## config.mk

```make
export PLATFORM = sky130hd
export DESIGN_NAME = alpha_over_blend_top
export DESIGN_NICKNAME = d
export VERILOG_FILES = /design/src/rtl/aob_pkg.sv /design/src/rtl/alpha_over_blend_top.sv /design/src/rtl/aob_div_pipe.sv
export VERILOG_INCLUDE_DIRS = /design/src /design/src/rtl
export SDC_FILE = /design/constraint.sdc
export NUM_CORES = 2
export LEC_CHECK = 0
export ABC_AREA = 0
export BUFFER_PORTS_ARGS = -buffer_cell sky130_fd_sc_hd__buf_4
export CORE_UTILIZATION = 60
export DETAILED_ROUTE_END_ITERATION = 12
export GPL_TIMING_DRIVEN = 0
export HOLD_SLACK_MARGIN = 0.06
export PLACE_DENSITY = 0.88
export SLEW_MARGIN = 20
export SYNTH_ARGS = -nofsm -noshare
export SYNTH_HDL_FRONTEND = slang
export SYNTH_SLANG_ARGS = --single-unit
```

## constraint.sdc

```tcl
create_clock -name aclk -period 38.9 [get_ports aclk]
set_input_delay 0 -clock aclk [delete_from_list [all_inputs] [get_ports aclk]]
set_output_delay 0 -clock aclk [all_outputs]
set_load 0.01 [all_outputs]
```

## src/rtl/assert_macros.svh

```systemverilog
// assertion macros used by the alpha over blend top level
`ifndef ASSERT_MACROS_SVH
`define ASSERT_MACROS_SVH

// consequent checked in the same cycle as the antecedent
`define AOB_ASSERT_SAME(label, clk, rstn, ante, cons) \
    label: assert property (@(posedge clk) disable iff (!(rstn)) (ante) |-> (cons)) \
        else $error("same-cycle property failed");

// consequent checked in the cycle after the antecedent
`define AOB_ASSERT_NEXT(label, clk, rstn, ante, cons) \
    label: assert property (@(posedge clk) disable iff (!(rstn)) (ante) |=> (cons)) \
        else $error("next-cycle property failed");

`endif

```

## src/rtl/aob_pkg.sv

```systemverilog
// types and constants of the alpha over blend block
`default_nettype none

package aob_pkg;

    localparam int CHANNEL_BITS = 8;
    localparam int COORD_W      = 13;
    localparam int CLIP_W       = 13;
    localparam int WEIGHT_W     = 9;
    localparam int DEN_W        = 2 * CHANNEL_BITS;
    localparam int NUM_W        = 3 * CHANNEL_BITS;
    localparam int NUM_CH       = 3;
    localparam int DIV_STEPS    = CHANNEL_BITS;
    localparam int CFG_IDX_W    = 1;

    localparam logic [CHANNEL_BITS-1:0] CH_MAX     = 8'd255;
    localparam logic [CLIP_W-1:0]       CLIP_RESET = 13'd4096;

    typedef enum logic [CFG_IDX_W-1:0] {
        CFG_CLIP_WIDTH  = 1'b0,
        CFG_CLIP_HEIGHT = 1'b1
    } cfg_index_t;

    typedef logic [NUM_CH-1:0][NUM_W-1:0]        num_vec_t;
    typedef logic [NUM_CH-1:0][CHANNEL_BITS-1:0] chan_vec_t;

    // per-item flags that travel beside the divider
    typedef struct packed {
        logic                    in_clip;
        logic                    nonzero;
        logic [CHANNEL_BITS-1:0] alpha;
    } aob_side_t;

endpackage

`default_nettype wire

```

## src/rtl/alpha_over_blend_top.sv

```systemverilog
// top level of the alpha over blend pipeline
`default_nettype none

`include "assert_macros.svh"

// Straight-alpha "over" compositing of one source color onto one RGBA8888
// destination pixel. The source alpha is first weighted as
// Sa = min((src_alpha * weight) >> 8, 255), so weight 256 gives the plain blend.
// With D = 255*Sa + Da*(255-Sa) the result alpha is floor(D/255) and each
// color is floor((Cs*Sa*255 + Cd*Da*(255-Sa)) / D), all exact and truncating.
// D of zero gives all-zero channels with the write still enabled. A pixel with
// x or y below zero or at/above clip_width/clip_height returns one transaction
// with write_enable low and all channels zero. Every input transaction yields
// exactly one output transaction, in order. Throughput is one transaction per
// clock while m_ready does not hold the output; the stages are the input stage
// (clip compare, alpha weighting), denominator and product stage, numerator
// stage, eight steps of the restoring divider (one quotient bit each), and the
// output register. When the output is held off by m_ready low the whole
// pipeline freezes, so s_ready follows m_ready whenever the output register is
// full. The clip registers are written through cfg_we/cfg_index/cfg_wdata and
// reset to 4096; write them only when the pipeline is empty.
module alpha_over_blend_top (
    input  wire logic                                  aclk,
    input  wire logic                                  aresetn,
    // configuration writes
    input  wire logic                                  cfg_we,
    input  wire logic [aob_pkg::CFG_IDX_W-1:0]         cfg_index,
    input  wire logic [aob_pkg::CLIP_W-1:0]            cfg_wdata,
    // input transactions
    input  wire logic                                  s_valid,
    output logic                                       s_ready,
    input  wire logic signed [aob_pkg::COORD_W-1:0]    s_x_pos,
    input  wire logic signed [aob_pkg::COORD_W-1:0]    s_y_pos,
    input  wire logic [aob_pkg::CHANNEL_BITS-1:0]      s_dest_red,
    input  wire logic [aob_pkg::CHANNEL_BITS-1:0]      s_dest_green,
    input  wire logic [aob_pkg::CHANNEL_BITS-1:0]      s_dest_blue,
    input  wire logic [aob_pkg::CHANNEL_BITS-1:0]      s_dest_alpha,
    input  wire logic [aob_pkg::CHANNEL_BITS-1:0]      s_src_red,
    input  wire logic [aob_pkg::CHANNEL_BITS-1:0]      s_src_green,
    input  wire logic [aob_pkg::CHANNEL_BITS-1:0]      s_src_blue,
    input  wire logic [aob_pkg::CHANNEL_BITS-1:0]      s_src_alpha,
    input  wire logic [aob_pkg::WEIGHT_W-1:0]          s_weight,
    // output transactions
    output logic                                       m_valid,
    input  wire logic                                  m_ready,
    output logic                                       m_write_enable,
    output logic [aob_pkg::CHANNEL_BITS-1:0]           m_out_red,
    output logic [aob_pkg::CHANNEL_BITS-1:0]           m_out_green,
    output logic [aob_pkg::CHANNEL_BITS-1:0]           m_out_blue,
    output logic [aob_pkg::CHANNEL_BITS-1:0]           m_out_alpha
);

    localparam int CB    = aob_pkg::CHANNEL_BITS;
    localparam int CW    = aob_pkg::COORD_W;
    localparam int DW    = aob_pkg::DEN_W;
    localparam int NW    = aob_pkg::NUM_W;
    localparam int NCH   = aob_pkg::NUM_CH;
    localparam int STEPS = aob_pkg::DIV_STEPS;
    localparam int PW    = CB + aob_pkg::WEIGHT_W;

    // ---------------------------------------------------------------
    // clip registers
    // ---------------------------------------------------------------
    logic [aob_pkg::CLIP_W-1:0] clip_width_reg;
    logic [aob_pkg::CLIP_W-1:0] clip_height_reg;

    always_ff @(posedge aclk) begin
        if (!aresetn) begin
            clip_width_reg  <= aob_pkg::CLIP_RESET;
            clip_height_reg <= aob_pkg::CLIP_RESET;
        end else if (cfg_we) begin
            case (aob_pkg::cfg_index_t'(cfg_index))
                aob_pkg::CFG_CLIP_WIDTH:  clip_width_reg  <= cfg_wdata;
                aob_pkg::CFG_CLIP_HEIGHT: clip_height_reg <= cfg_wdata;
                default: ;
            endcase
        end
    end

    // ---------------------------------------------------------------
    // pipeline advance: everything moves when the output slot is free
    // ---------------------------------------------------------------
    logic adv;
    logic m_valid_reg;

    assign adv     = !m_valid_reg || m_ready;
    assign s_ready = adv;

    // ---------------------------------------------------------------
    // stage 1: clip test and alpha weighting
    // ---------------------------------------------------------------
    logic          v1_reg;
    logic          inside1_reg;
    logic [CB-1:0] sa1_reg;
    logic [CB-1:0] da1_reg;
    aob_pkg::chan_vec_t cs1_reg;
    aob_pkg::chan_vec_t cd1_reg;

    logic          inside1_next;
    logic          x_in, y_in;
    logic [PW-1:0] sa_prod;
    logic [CB-1:0] sa1_next;

    // negative coordinates fail on the sign bit, the rest compare unsigned
    assign x_in = !s_x_pos[CW-1] && ({1'b0, s_x_pos[CW-2:0]} < clip_width_reg);
    assign y_in = !s_y_pos[CW-1] && ({1'b0, s_y_pos[CW-2:0]} < clip_height_reg);
    assign inside1_next = x_in && y_in;

    assign sa_prod  = PW'(s_src_alpha) * PW'(s_weight);
    // weights above 256 can push the product past full scale
    assign sa1_next = sa_prod[PW-1] ? aob_pkg::CH_MAX : sa_prod[PW-2:CB];

    always_ff @(posedge aclk) begin
        if (adv) begin
            inside1_reg <= inside1_next;
            sa1_reg     <= sa1_next;
            da1_reg     <= s_dest_alpha;
            cs1_reg     <= {s_src_blue, s_src_green, s_src_red};
            cd1_reg     <= {s_dest_blue, s_dest_green, s_dest_red};
        end
    end

    // ---------------------------------------------------------------
    // stage 2: denominator and channel products
    // ---------------------------------------------------------------
    logic          v2_reg;
    logic          inside2_reg;
    logic [CB-1:0] nsa2_reg;
    logic [DW-1:0] den2_reg;
    logic [NCH-1:0][DW-1:0] ps2_reg;
    logic [NCH-1:0][DW-1:0] pd2_reg;

    logic [CB-1:0] nsa2_next;
    logic [DW-1:0] den2_next;
    logic [NCH-1:0][DW-1:0] ps2_next;
    logic [NCH-1:0][DW-1:0] pd2_next;

    assign nsa2_next = aob_pkg::CH_MAX - sa1_reg;
    // 255*Sa as a shift and subtract
    assign den2_next = ({sa1_reg, {CB{1'b0}}} - DW'(sa1_reg))
                     + (DW'(da1_reg) * DW'(nsa2_next));

    always_comb begin
        for (int c = 0; c < NCH; c++) begin
            ps2_next[c] = DW'(cs1_reg[c]) * DW'(sa1_reg);
            pd2_next[c] = DW'(cd1_reg[c]) * DW'(da1_reg);
        end
    end

    always_ff @(posedge aclk) begin
        if (adv) begin
            inside2_reg <= inside1_reg;
            nsa2_reg    <= nsa2_next;
            den2_reg    <= den2_next;
            ps2_reg     <= ps2_next;
            pd2_reg     <= pd2_next;
        end
    end

    // ---------------------------------------------------------------
    // stage 3: numerators and output alpha
    // ---------------------------------------------------------------
    logic              v3_reg;
    aob_pkg::aob_side_t side3_reg;
    logic [DW-1:0]     den3_reg;
    aob_pkg::num_vec_t num3_reg;

    aob_pkg::aob_side_t side3_next;
    aob_pkg::num_vec_t  num3_next;
    logic [DW:0]        den_inc;
    logic [DW:0]        div255;

    // floor(D/255) for 16-bit D: t = D+1, (t + (t >> 8)) >> 8
    assign den_inc = {1'b0, den2_reg} + (DW+1)'(1);
    assign div255  = den_inc + {{CB{1'b0}}, den_inc[DW:CB]};

    assign side3_next.in_clip = inside2_reg;
    assign side3_next.nonzero = (den2_reg != '0);
    assign side3_next.alpha   = div255[DW-1:CB];

    always_comb begin
        for (int c = 0; c < NCH; c++) begin
            num3_next[c] = ({ps2_reg[c], {CB{1'b0}}} - NW'(ps2_reg[c]))
                         + (NW'(pd2_reg[c]) * NW'(nsa2_reg));
        end
    end

    always_ff @(posedge aclk) begin
        if (adv) begin
            side3_reg <= side3_next;
            den3_reg  <= den2_reg;
            num3_reg  <= num3_next;
        end
    end

    // ---------------------------------------------------------------
    // divider: one quotient bit per stage, flags ride alongside
    // ---------------------------------------------------------------
    aob_pkg::chan_vec_t quo;
    aob_pkg::aob_side_t side_reg [STEPS];
    logic [STEPS-1:0]   vd_reg;

    aob_div_pipe u_div (
        .aclk (aclk),
        .en   (adv),
        .num  (num3_reg),
        .den  (den3_reg),
        .quo  (quo)
    );

    always_ff @(posedge aclk) begin
        if (adv) begin
            side_reg[0] <= side3_reg;
            for (int k = 1; k < STEPS; k++) begin
                side_reg[k] <= side_reg[k-1];
            end
        end
    end

    // ---------------------------------------------------------------
    // output register
    // ---------------------------------------------------------------
    logic          m_write_enable_reg;
    logic [CB-1:0] m_out_red_reg;
    logic [CB-1:0] m_out_green_reg;
    logic [CB-1:0] m_out_blue_reg;
    logic [CB-1:0] m_out_alpha_reg;

    aob_pkg::aob_side_t side_last;
    logic               keep_color;
    aob_pkg::chan_vec_t color_next;
    logic [CB-1:0]      alpha_next;

    assign side_last  = side_reg[STEPS-1];
    // zero denominator or a clipped pixel gives zero channels
    assign keep_color = side_last.in_clip && side_last.nonzero;
    assign color_next = keep_color ? quo : '0;
    assign alpha_next = side_last.in_clip ? side_last.alpha : '0;

    always_ff @(posedge aclk) begin
        if (adv) begin
            m_write_enable_reg <= side_last.in_clip;
            m_out_red_reg      <= color_next[0];
            m_out_green_reg    <= color_next[1];
            m_out_blue_reg     <= color_next[2];
            m_out_alpha_reg    <= alpha_next;
        end
    end

    // valid bits, cleared by reset
    always_ff @(posedge aclk) begin
        if (!aresetn) begin
            v1_reg      <= 1'b0;
            v2_reg      <= 1'b0;
            v3_reg      <= 1'b0;
            vd_reg      <= '0;
            m_valid_reg <= 1'b0;
        end else if (adv) begin
            v1_reg      <= s_valid;
            v2_reg      <= v1_reg;
            v3_reg      <= v2_reg;
            vd_reg      <= {vd_reg[STEPS-2:0], v3_reg};
            m_valid_reg <= vd_reg[STEPS-1];
        end
    end

    assign m_valid        = m_valid_reg;
    assign m_write_enable = m_write_enable_reg;
    assign m_out_red      = m_out_red_reg;
    assign m_out_green    = m_out_green_reg;
    assign m_out_blue     = m_out_blue_reg;
    assign m_out_alpha    = m_out_alpha_reg;

    // ---------------------------------------------------------------
    // assertions
    // ---------------------------------------------------------------
    logic m_out_zero;

    assign m_out_zero = ({m_out_red_reg, m_out_green_reg, m_out_blue_reg,
                          m_out_alpha_reg} == '0);

    `AOB_ASSERT_NEXT(a_accept_enters, aclk, aresetn, s_valid && s_ready, v1_reg)
    `AOB_ASSERT_NEXT(a_stall_freezes, aclk, aresetn, !s_ready, $stable(vd_reg) && $stable(v3_reg))
    `AOB_ASSERT_SAME(a_clipped_zero, aclk, aresetn, m_valid_reg && !m_write_enable_reg, m_out_zero)

endmodule

`default_nettype wire

```

## src/rtl/aob_div_pipe.sv

```systemverilog
// pipelined restoring divider, one quotient bit per stage, three numerators
`default_nettype none

module aob_div_pipe (
    input  wire logic                              aclk,
    input  wire logic                              en,
    input  wire aob_pkg::num_vec_t                 num,
    input  wire logic [aob_pkg::DEN_W-1:0]         den,
    output aob_pkg::chan_vec_t                     quo
);

    localparam int STEPS = aob_pkg::DIV_STEPS;
    localparam int NW    = aob_pkg::NUM_W;
    localparam int DW    = aob_pkg::DEN_W;
    localparam int QW    = aob_pkg::CHANNEL_BITS;

    aob_pkg::num_vec_t  rem_reg [STEPS-1];
    aob_pkg::chan_vec_t quo_reg [STEPS];
    logic [DW-1:0]      den_reg [STEPS-1];

    genvar k, c;
    generate
        for (k = 0; k < STEPS; k++) begin : g_step
            localparam int SHIFT = STEPS - 1 - k;

            aob_pkg::num_vec_t  rem_in;
            aob_pkg::chan_vec_t quo_in;
            logic [DW-1:0]      den_in;
            aob_pkg::num_vec_t  rem_next;
            aob_pkg::chan_vec_t quo_next;
            logic [NW-1:0]      den_sh;

            if (k == 0) begin : g_first
                assign rem_in = num;
                assign quo_in = '0;
                assign den_in = den;
            end else begin : g_rest
                assign rem_in = rem_reg[k-1];
                assign quo_in = quo_reg[k-1];
                assign den_in = den_reg[k-1];
            end

            assign den_sh = {{(NW-DW){1'b0}}, den_in} << SHIFT;

            for (c = 0; c < aob_pkg::NUM_CH; c++) begin : g_ch
                logic [NW:0] diff;
                assign diff = {1'b0, rem_in[c]} - {1'b0, den_sh};
                // trial subtract, keep it when no borrow
                assign rem_next[c] = diff[NW] ? rem_in[c] : diff[NW-1:0];
                assign quo_next[c] = {quo_in[c][QW-2:0], ~diff[NW]};
            end

            always_ff @(posedge aclk) begin
                if (en) begin
                    quo_reg[k] <= quo_next;
                end
            end

            if (k < STEPS - 1) begin : g_carry
                always_ff @(posedge aclk) begin
                    if (en) begin
                        rem_reg[k] <= rem_next;
                        den_reg[k] <= den_in;
                    end
                end
            end
        end
    endgenerate

    assign quo = quo_reg[STEPS-1];

endmodule

`default_nettype wire
```

## Word level (Yosys, flattened, before mapping)

Memories as Yosys holds them, arrays and structs flattened. A register that Yosys moved wholly into a read port is not among the register bits.
Cells that the tools add are included.

| word-level totals | value |
|---|---|
| register bits after elaboration | 331 |
| latch bits | 0 |
| bits in writable memories | 888 |
| ROM bits | 0 |
| input port bits | 118 |
| output and inout port bits | 35 |
| logic and storage cells | 146 |
| memories kept | 4 |

| cells by class | value |
|---|---|
| $add $sub $neg | 35 |
| multiply operators | 11 |
| divide/modulo/power cells | 0 |
| order comparisons | 2 |
| equal/unequal tests | 0 |
| shifts and indexed selects | 0 |
| muxes and demuxes | 23 |
| bitwise gates (word level) | 25 |
| reductions and logical operators | 12 |

Memories:

| memory | words | width | rd ports | clocked after memory_dff | wr ports | line | source |
|---|---|---|---|---|---|---|---|
| u_div.rem_reg | 7 | 72 | 7 | 0 | 7 | aob_div_pipe.sv:17 | `aob_pkg::num_vec_t rem_reg [STEPS-1];` |
| u_div.quo_reg | 8 | 24 | 8 | 1 | 8 | aob_div_pipe.sv:18 | `aob_pkg::chan_vec_t quo_reg [STEPS];` |
| u_div.den_reg | 7 | 16 | 7 | 0 | 7 | aob_div_pipe.sv:19 | `logic [DW-1:0] den_reg [STEPS-1];` |
| side_reg | 8 | 10 | 8 | 0 | 8 | alpha_over_blend_top.sv:200 | `aob_pkg::aob_side_t side_reg [STEPS];` |

Operators by type and width:

| kind | count |
|---|---|
| $mux W24 | 21 |
| $mul A8 B8 Y16 | 7 |
| $sub A24 B16 Y25 | 3 |
| $sub A24 B17 Y25 | 3 |
| $sub A24 B18 Y25 | 3 |
| $sub A24 B19 Y25 | 3 |
| $sub A24 B20 Y25 | 3 |
| $sub A24 B21 Y25 | 3 |
| $sub A24 B22 Y25 | 3 |
| $sub A24 B23 Y25 | 3 |
| $add A24 B24 Y24 | 3 |
| $mul A16 B8 Y24 | 3 |
| $sub A24 B16 Y24 | 3 |
| $lt A12 B13 Y1 | 2 |
| $not A1 Y1 | 25 |
| $add A16 B1 Y17 const B | 1 |
| $mul A8 B9 Y17 | 1 |
| $add A16 B16 Y16 | 1 |
| $add A16 B9 Y16 | 1 |
| $reduce_bool A16 Y1 | 1 |
| $sub A16 B8 Y16 | 1 |
| $sub A8 B8 Y8 const A | 1 |
| $logic_and A1 B1 Y1 | 4 |
| $logic_not A1 Y1 | 4 |
| 3 further kinds | 5 |

## Logic depth before layout (Yosys ltp)

| depth | value |
|---|---|
| depth in word-level cells | 4 |
| gate-level depth with buffers | 21 |
| depth with buffers taken out | 20 |

## Modules after synthesis

A second synthesis with hierarchy kept.

| unflattened totals | value |
|---|---|
| cells, all modules | 8,346 |
| area, all modules | 89,497.1 µm² |

By module, submodules not included:

| module | instances | cells each | area each (µm²) | sequential area each (µm²) |
|---|---|---|---|---|
| alpha_over_blend_top | 1 | 4,436 | 46,268.1 | 12,682.2 |
| aob_div_pipe | 1 | 3,910 | 43,229.0 | 21,740.9 |

## Least setup slack after synthesis

OpenSTA, ideal clock, no wires.

| timing | value |
|---|---|
| path type | register to register |
| start point | register m_valid_reg (netlist: m_valid) |
| end point | register cd1_reg[0] in the netlist's numbering (enable) |
| setup time | 1,935 ps |
| data arrival time | 31,038 ps |
| required time | 36,965 ps |
| slack | 5,927 ps |
| cell stages (with the launch flop) | 4 |
| path buffers | 1 |
| clock period less this slack | 32,973 ps |
| cells stage by stage | dfxtp_1 nor2b_1 inv_1 clkbuf_1 |

| on the way | value |
|---|---|
| word-level cells in the longest chain between the ends | 2 |

Ends and longest elaborated chain:

| element | line | source |
|---|---|---|
| start: declaration | alpha_over_blend_top.sv:84 | `logic m_valid_reg;` |
| start signal: assignment | alpha_over_blend_top.sv:263 | `m_valid_reg <= vd_reg[STEPS-1];` |
| $logic_not A1 Y1 | alpha_over_blend_top.sv:86 | `assign adv = !m_valid_reg \|\| m_ready;` |
| $logic_or A1 B1 Y1 | alpha_over_blend_top.sv:86 |  |
| net s_ready | alpha_over_blend_top.sv:31 | `output logic s_ready,` |
| end signal: assignment | alpha_over_blend_top.sv:119 | `cd1_reg <= {s_dest_blue, s_dest_green, s_dest_red};` |
| end: declaration | alpha_over_blend_top.sv:97 | `aob_pkg::chan_vec_t cd1_reg;` |

The timed path passes the listed nets, and every way through them passes these cells.
A chain may end at the register's enable or synchronous reset.

==> key figures <==
Yosys
  – Synthesized flop and latch total: 1159
  – Post-synth EDFFs: 1121
  – Net Count, Synth: 10000
  – Largest cells by area after synthesis: edfxtp_1, fa_1, ha_1
  – Cell variety after synth: 96
  – Share of the synthesized area in the top cell type: 0.374
  – Post-Syn Instances: 8364
  – Mean Syn Cell Area: 10.8 um2
  – Synth Cell Area: 90000 um2
  – Yosys top cell by area: edfxtp_1
  – Register area share after synthesis: 0.383
  – Main synth FF type: edfxtp_1
  – YS warnings: 0
  – Post-synthesis async set-or-reset flop share: 0

Floorplanning
  – Initial Util: 0.606
  – Core region area: 148000 um2
  – Num ports: 153
  – Cell Rows: 141
  – Die X: 389 um
  – DIE AREA: 152000 um2
  – Die height: 389 um

Setup path
  – Worst reg2reg path endpoint: num3_reg[71]
  – Setup Crit Path Kind: reg -> reg
  – WP data arrival: 8.61 ns
  – Buffers & Inverters on Critical Path: 3
  – Max FO, Critical Path: 10
  – CP most frequent cell: fa_1
  – Cell Chain, Critical Path: clkbuf_1, clkbuf_1, nand2_1, fa_1, fa_1, inv_1, fa_1, fa_1, fa_1, ha_1, a211o_1, a21oi_1, o221ai_2, a2111oi_4, o31ai_1, o31ai_2, mux2i_1, a2111oi_2
  – Setup crit end kind: flop
  – Worst r2r src: nsa2_reg[3]
  – Crit start category: flop
  – Crit-path max cell delay: 1.00 ns
  – Critical path's slowest cell: a2111oi_2
  – CP top delay family: adder cells
  – R2R cell count: 18
  – Critical Path RT: 39.34 ns
  – Crit path launch: nsa2_reg[3]
  – R2r setup slk: 30.74 ns

STA
  – Final setup viols: 0
  – Relative slew slack: 0.198
  – Min cycle time layout: 8.16 ns
  – WHS: 0.0980 ns
  – Final setup margin: 30.74 ns
  – Slew Limit Fails: 0
  – Unrepaired setup endpoints after global routing: no
  – Final hold vios: 0
  – Least-Margin Pin Slew: 1.20 ns
  – Fmax: 123 MHz
  – Skew final: 0.0630 ns
  – Setup TNS: 0 ns
  – Final worst-path cycle share: 0.210

GRT
  – First-pass GRT wire length: 365000 um
  – Pin count of the biggest net entering global routing: 59
  – Grt total ovfl: 0
  – Total GRT Usage: 0.310
  – Initial antenna violation count: 2
  – Vias in the first global route: 67000

Detailed routing
  – Via density: 5.95
  – Post-route ant nets: 0
  – Detailed Route Iter0 Violations: 5345
  – Post-route DRC: 0
  – WL per Instance: 21.4 um
  – Pre-antenna DRT Iters: 9
  – Total vias in the final route: 65200
  – Final WL: 234000 um

Clocking
  – Worst-path clk slew: 0.06 ns
  – CTS sink cnt: 1159
  – CTS max path bufs: 3
  – Clock root cell: clkbuf_16
  – CTS tree: yes
  – Num CTS Buffers: 130
  – Clock latency at the later pin of the worst-skew pair: 0.82 ns
  – H-tree levels: 4
  – Resized cells post-CTS: 0

Hold path
  – Hold WC Path Type: in -> reg
  – Worst hold path startpoint: cfg_index
  – Hold depth: 5
  – Hold worst-path end: clip_width_reg[0]

Cells and area
  – Max reg flops: 504
  – Fin cells: 10900
  – Area growth syn-to-layout: 11.5%
  – Layout cell share with drive strength beyond 1: 0.0644
  – Final-stage net count: 10500

Outcome
  – Outcome: complete, no violations

Place
  – Placed Cells: 10500
  – DP HPWL: 179000 um
  – Gpl congestion: 0.956
  – Setup Slack @ Placement: 30.79 ns
  – PortBufs: 148

Run
  – Maxcap violations: 0
## cell families (layout without fill, tap and decap cells)
family | Yosys count | in the layout | share of synthesized area
DFF | 1159 | 1159 | 0.383
muxes | 141 | 141 | 0.0175
adders and majority gates | 1546 | 1546 | 0.270
AOI/OAI and AO/OA | 1392 | 1392 | 0.102
and+or+nand+nor | 2382 | 2382 | 0.130
buffers and inverters | 1304 | 1879 | 0.0550
xor gates and xnor gates | 439 | 439 | 0.0427
other | 1 | 6 | 0.0000417
## through the flow
stage	area [um2]	utilization
after floorplan	90000	-
after global placement	93600	0.631
after detailed placement	94200	0.635
after CTS	100000	0.676
after global routing	100000	0.676
final	100000	0.676
## cell usage after synthesis, types with 115 or more instances
| library cell | number |
|---|---|
| a21o_1 | 140 |
| a21oi_1 | 364 |
| and2_1 | 470 |
| clkbuf_1 | 145 |
| edfxtp_1 | 1121 |
| fa_1 | 665 |
| ha_1 | 881 |
| inv_1 | 1123 |
| nand2_1 | 816 |
| nor2_1 | 418 |
| nor3_1 | 115 |
| o21ai_0 | 308 |
| xnor2_1 | 292 |
| xor2_1 | 147 |
## final cells by class
class | instances | area, um2
inverters | 1130 | 4240
clock inverters | 90 | 1140
repair buffers | 337 | 3360
clock buffers | 148 | 3320
flip-flops and latches | 1159 | 34400
fillers | 10500 | 48100
diodes | 5 | 12.5
multi-input cells | 5901 | 50600
plain buffers | 174 | 708
well taps | 2002 | 2500
## cells in the final DEF (no fill, tap or decap), types with 32 or more instances in the layout
cell type	n
o21bai_1	32
or3_1	49
clkbuf_1	161
fa_1	665
a21oi_1	364
o21a_1	95
o21ai_0	308
a31oi_1	40
nand2b_1	88
xor2_1	147
dfxtp_1	38
inv_1	1123
a21boi_0	71
dlygate4sd3_1	168
and2_1	470
xnor2_1	292
nand3_1	104
o31ai_1	52
nor3_1	115
nand2_1	816
buf_4	148
and3_1	66
nor2_1	418
edfxtp_1	1121
nor4_1	34
a21o_1	140
clkbuf_16	130
mux2_2	108
nor2b_1	104
ha_1	881
## worst max path at each step
stage	slack, ns	to	depth (start not counted)
after floorplan	5.93	cd1_reg[0]	3
after global placement	-5.83	s_ready	4
after detailed placement	30.79	num3_reg[71]	18
after CTS	30.78	num3_reg[71]	18
after global routing	30.48	num3_reg[71]	18
final	30.74	num3_reg[71]	18
## worst register-to-register path: stages, from the launching register on
cell and delay [ns]:
edfxtp_1 0.44, clkbuf_1 0.60, clkbuf_1 0.86, nand2_1 0.21, fa_1 0.60, fa_1 0.56, inv_1 0.05, fa_1 0.39
fa_1 0.53, fa_1 0.44, ha_1 0.37, a211o_1 0.29, a21oi_1 0.21, o221ai_2 0.20, a2111oi_4 0.44, o31ai_1 0.18
o31ai_2 0.30, mux2i_1 0.14, a2111oi_2 1.00
## per-layer routing
layer  vias to the layer above  global-route usage  part of all wire
met5                         -                   0          0.000077
met4                         2               0.215             0.079
met3                       753              0.0445             0.062
met2                      2665               0.522              0.48
met1                     32000               0.368              0.38
li1                      29700                   -                 -
## repair_timing
item	4_1_cts	5_1_grt
endpoints found under the hold margin	95	0
endpoints found under the setup margin	0	0
buffers inserted	0	0
hold buffers	168	0
Power is left out: the tool's default activity adds up to more than one toggle a clock period on the data nets, which glitch-free logic cannot reach.
